==> src/memory_region_table_search_unit_assert.svh <==
// assertion macros for the memory region table search unit
`ifndef MEMORY_REGION_TABLE_SEARCH_UNIT_ASSERT_SVH
`define MEMORY_REGION_TABLE_SEARCH_UNIT_ASSERT_SVH

// same-cycle implication, sampled on clk_i, off during reset
`define MRTS_ASSERT_IMP(lbl, ante, cons, msg) \
  lbl: assert property (@(posedge clk_i) disable iff (!rst_ni) (ante) |-> (cons)) \
    else $error(msg);

// next-cycle implication, sampled on clk_i, off during reset
`define MRTS_ASSERT_NXT(lbl, ante, cons, msg) \
  lbl: assert property (@(posedge clk_i) disable iff (!rst_ni) (ante) |=> (cons)) \
    else $error(msg);

`endif

==> src/mrts_ram.sv <==
// generic single-write, single-read ram with registered read data
`default_nettype none

module mrts_ram #(
  parameter int unsigned WIDTH = 8,
  parameter int unsigned DEPTH = 64,
  localparam int unsigned AW = (DEPTH > 1) ? $clog2(DEPTH) : 1
) (
  input  wire logic             clk_i,
  input  wire logic             we_i,
  input  wire logic [AW-1:0]    waddr_i,
  input  wire logic [WIDTH-1:0] wdata_i,
  input  wire logic [AW-1:0]    raddr_i,
  output logic      [WIDTH-1:0] rdata_o
);

  logic [WIDTH-1:0] mem_q [DEPTH];

  always_ff @(posedge clk_i) begin
    if (we_i) begin
      mem_q[waddr_i] <= wdata_i;
    end
    rdata_o <= mem_q[raddr_i];
  end

endmodule

`default_nettype wire

==> config.mk <==
export PLATFORM = sky130hd
export DESIGN_NAME = mrts_ram
export DESIGN_NICKNAME = d
export VERILOG_FILES = /design/src/memory_region_table_search_unit_assert.svh /design/src/mrts_ram.sv
export SDC_FILE = /design/constraint.sdc
export NUM_CORES = 1
export LEC_CHECK = 0
export BUFFER_PORTS_ARGS = -buffer_cell sky130_fd_sc_hd__buf_2
export CORE_MARGIN = 1
export CORE_UTILIZATION = 30
export CTS_CLUSTER_SIZE = 16
export DETAILED_ROUTE_END_ITERATION = 8
export PLACE_DENSITY_LB_ADDON = 0.2
export REMOVE_ABC_BUFFERS = 1
export SYNTH_ARGS = -nofsm -noshare
export SYNTH_HDL_FRONTEND = slang
export SYNTH_SLANG_ARGS = --single-unit
==> constraint.sdc <==
create_clock -name clk_i -period 1.91 [get_ports clk_i]
set_input_delay 0.2865 -clock clk_i [delete_from_list [all_inputs] [get_ports clk_i]]
set_output_delay 0.2865 -clock clk_i [all_outputs]
set_load 0.01 [all_outputs]
## Word level (Yosys, flattened, before mapping)

Memories as Yosys holds them, arrays and structs flattened. A register that Yosys moved wholly into a read port is not among the register bits.
Cells that the tools add are included.

| storage, ports and cells | value |
|---|---|
| input bits | 22 |
| memories | 1 |
| logic and storage cells | 3 |
| bits in writable memories | 512 |
| flip-flop bits (word level) | 0 |
| output and inout bits | 8 |

Memories:

| memory | words | width | rd ports | clocked after Yosys merged registers in | wr ports | RTL line | text |
|---|---|---|---|---|---|---|---|
| mem_q | 64 | 8 | 1 | 1 | 1 | mrts_ram.sv:17 | `logic [WIDTH-1:0] mem_q [DEPTH];` |

| operators by class | value |
|---|---|
| muxes and demuxes | 2 |

Operators by type and width:

| cell | count |
|---|---|
| $mux W1 | 2 |

## Depth between registers and ports, before layout

| depth | value |
|---|---|
| depth in word-level cells | 2 |
| mapped depth | 9 |
| depth with buffers taken out | 5 |

## Least setup slack after synthesis

No wires, ideal clock.

| timing path | value |
|---|---|
| kind | input -> register |
| start point | input raddr_i[1] |
| end point | register rdata_o[3], read port of mem_q |
| library setup time | 128 ps |
| slack | -44 ps |
| required time | 1782 ps |
| buffers on the path | 3 |
| arrival | 1826 ps |
| stages | 7 |
| cell sequence | buf_4 -> buf_2 -> buf_2 -> mux4_2 -> mux4_2 -> o21ai_1 -> o41ai_1 |

RTL lines:

| item | RTL line | text |
|---|---|---|
| start: declaration | mrts_ram.sv:13 | `input wire logic [AW-1:0] raddr_i,` |
| end: declaration | mrts_ram.sv:14 | `output logic [WIDTH-1:0] rdata_o` |

==> out/metrics.yaml <==
detailed_routing:
  wl_met2_um: 23800
  dr_wl_met3_um: 3410
  ant_nets: 0
  drt-met1-wl_um: 22600
  dr.first_iter.drc_count: 773
  num_vias: 9956
  dr.pass1.iters: 7
  routed_via_density: 4.86
  finalWirelength_um: 51200
  drc: 1
  dr.max_layer_used: "met4"
  wl_per_cell_um: 25.0
layout:
  nets: 1159
  drive_gt1_frac: 0.359
  syn_to_final_growth_pct: 21.6
  seq_area_um2: 15500
  multi_input_area_um2: 4340
  fill_cells: 6097
  postLayoutCellArea_um2: 24500
  antenna_cells: 0
yosys:
  synth_seq_area_share: 0.770
  syn_inst: 940
  synth_cell_type_count: 40
  yosys-top-cells-count: "edfxtp_1, mux4_2, nor2_1"
  yosysTopAreaCell: "edfxtp_1"
  yosys.area.top_type_share: 0.762
  synthArstFlopShare: 0
  yosysWarnings: 0
  avgSynthCellArea_um2: 21.5
  synth_seq_cells: 520
  synth_area_um2: 20200
  synthFlopType: "edfxtp_1"
  synth_edf_count: 512
  synth_area_leaders: "edfxtp_1, mux4_2, nor2_1"
  yosysMostFrequentCell: "edfxtp_1"
timing:
  worst_pin_slew_ps: 815
  rsz0062_at_grt: "yes"
  hold_violations: 0
  finClkSkew_ps: 27.1
  slew_viol_final: 0
  period_share: 0.984
  setup_viol: 0
  relSlewSlack: 0.457
  period_needed_ps: 1880
  setup_tns_ps: 0
  setup_slack_ps: 31.4
  max_freq_mhz: 532
worst_setup_path:
  startpoint_type: "register"
  rr_worst_depth: 5
  reg2reg_to: "rdata_o[2]"
  r2r_slack_ps: 30
  cp-end-kind: "register"
  critPathMaxFanout: 1
  arrival_ps: 2350
  path_class: "register to register"
  cp.required_ps: 2380
  timing.rr.start: "mem_q[11][2]"
clock_network:
  cts_buffer_depth: 3
  clkTransAtPathRegs_ps: 60
  h-tree-depth: 2
  ctsHoldBuffers: 0
  cts_post_setup_buffers_inserted: 0
  cts_sinks: 520
  cts_tree: "yes"
  cts_made_buffers: 55
  clkLatencyLatePin_ps: 610
  root_buffer: "clkbuf_16"
die:
  die_y_um: 261
  die_x_um: 261
  core_area_um2: 66100
  dieArea_um2: 68300
  rows: 94
  ioPinCount: 30
  start_util: 0.305
pwr:
  power_leakage_nw: 7.93
  total_power_w: 0.0252
  ir_drop_mv: 0.773
  power_density_nw_per_um2: 1030
min_path:
  hold_class: "input pin to register"
  worstHoldStart: "wdata_i[0]"
  hold_depth: 1
  holdPathEnd: "mem_q[29][0]"
global_routing:
  grt_pass1_wl_um: 74500
  overflow: 0
  antenna_found_initial: 3
  grt.total_usage: 0.154
  grt_max_degree: 65
  grt_pass1_vias: 10432
status:
  violations: "design-rule violations"
  status: "complete, but fails checks"
placement:
  dpl_cell_area_um2: 22600
  portBuffers: 29
  hpwl_um: 32900
  gp_congestion: 0.770
  place_worst_setup_slack_ps: -625
run:
  maxCapViolCount: 0
==> timing repair <==
item / 4_1_cts / 5_1_grt
gates resized for setup: 4 / 3
endpoints found under the setup margin: 3 / 3
gates cloned: 0 / 0
hold endpoints to repair: 0 / 0
pin swaps: 1 / 0
==> cell families after synthesis <==
family | share of synthesized area
muxes | 0.159
AOI/OAI and AO/OA | 0.0207
buffers and inverters | 0.0157
and+or+nand+nor | 0.0339
DFF | 0.770
==> stage by stage <==
step | utilization | instances | hold WS, ps
2_1_floorplan | - | 889 | 385
3_3_place_gp | 0.342 | 1944 | 768
5_1_grt | 0.371 | 2048 | 160
6_report | 0.371 | 2048 | 150
3_5_place_dp | 0.342 | 1944 | 777
4_1_cts | 0.371 | 2048 | 137
==> layer usage <==
metal,up-vias,GRT usage
li1,4329,-
met1,5248,0.215
met2,299,0.239
met3,80,0.0337
met4,0,0.0526
met5,-,0
==> final cells by class <==
cell class                 count  area share
tap                          864      0.0441
sequential                   520       0.634
clock buffer                  64      0.0592
clock inverter                40      0.0184
multi-input combinational    369       0.177
timing repair buffer         191      0.0674
==> registers in the layout, summed over array words and instances, names as in the netlist <==
name,flops
mem_q,512
rdata_o,8
==> worst max-delay path, stage by stage (launching register included) <==
cell	delay, ps
edfxtp_1	400
mux4_2	500
mux4_2	490
nor2_1	180
nor3_1	70
o2bb2ai_1	130
==> how the worst max path moves through the flow <==
stage | start | slack [ps] | end | cells after the start
after detailed placement | raddr_i[0] | -630 | rdata_o[4] | 7
after global routing | mem_q[3][0] | -20 | rdata_o[0] | 5
after CTS | mem_q[10][2] | 9 | rdata_o[2] | 5
final | mem_q[11][2] | 30 | rdata_o[2] | 5
after global placement | raddr_i[0] | -670 | rdata_o[4] | 7
after floorplan | mem_q[29][4] | 230 | rdata_o[4] | 5
==> placed cells by master (no fill, tap or decap), drive strengths merged, types with 3 or more instances in the layout <==
master,netlist,final
o2111ai,3,3
clkbuf,17,64
nand3b,3,3
clkinvlp,0,3
mux2,13,13
bufinv,0,9
o21ai,4,4
a22oi,3,3
nand2b,7,7
nor2b,14,14
o2bb2ai,3,3
clkinv,0,26
a221oi,6,6
mux2i,23,23
o221ai,8,8
mux4,126,126
nor2,83,83
a211oi,4,4
buf,34,191
a21oi,3,3
nand2,19,19
nor3,7,7
dfxtp,8,8
edfxtp,512,512
o22ai,8,8
nand3,13,13
==> power breakdown <==
| part | switching [W] | total [W] | internal, W | leakage [nW] |
|---|---|---|---|---|
| logic | 0.000806 | 0.00140 | 0.000593 | 2.32 |
| clock network | 0.00447 | 0.0111 | 0.00667 | 0.932 |
| registers | 0.0000521 | 0.0127 | 0.0126 | 4.67 |
Note: power is estimated with default switching activity, not from simulation.
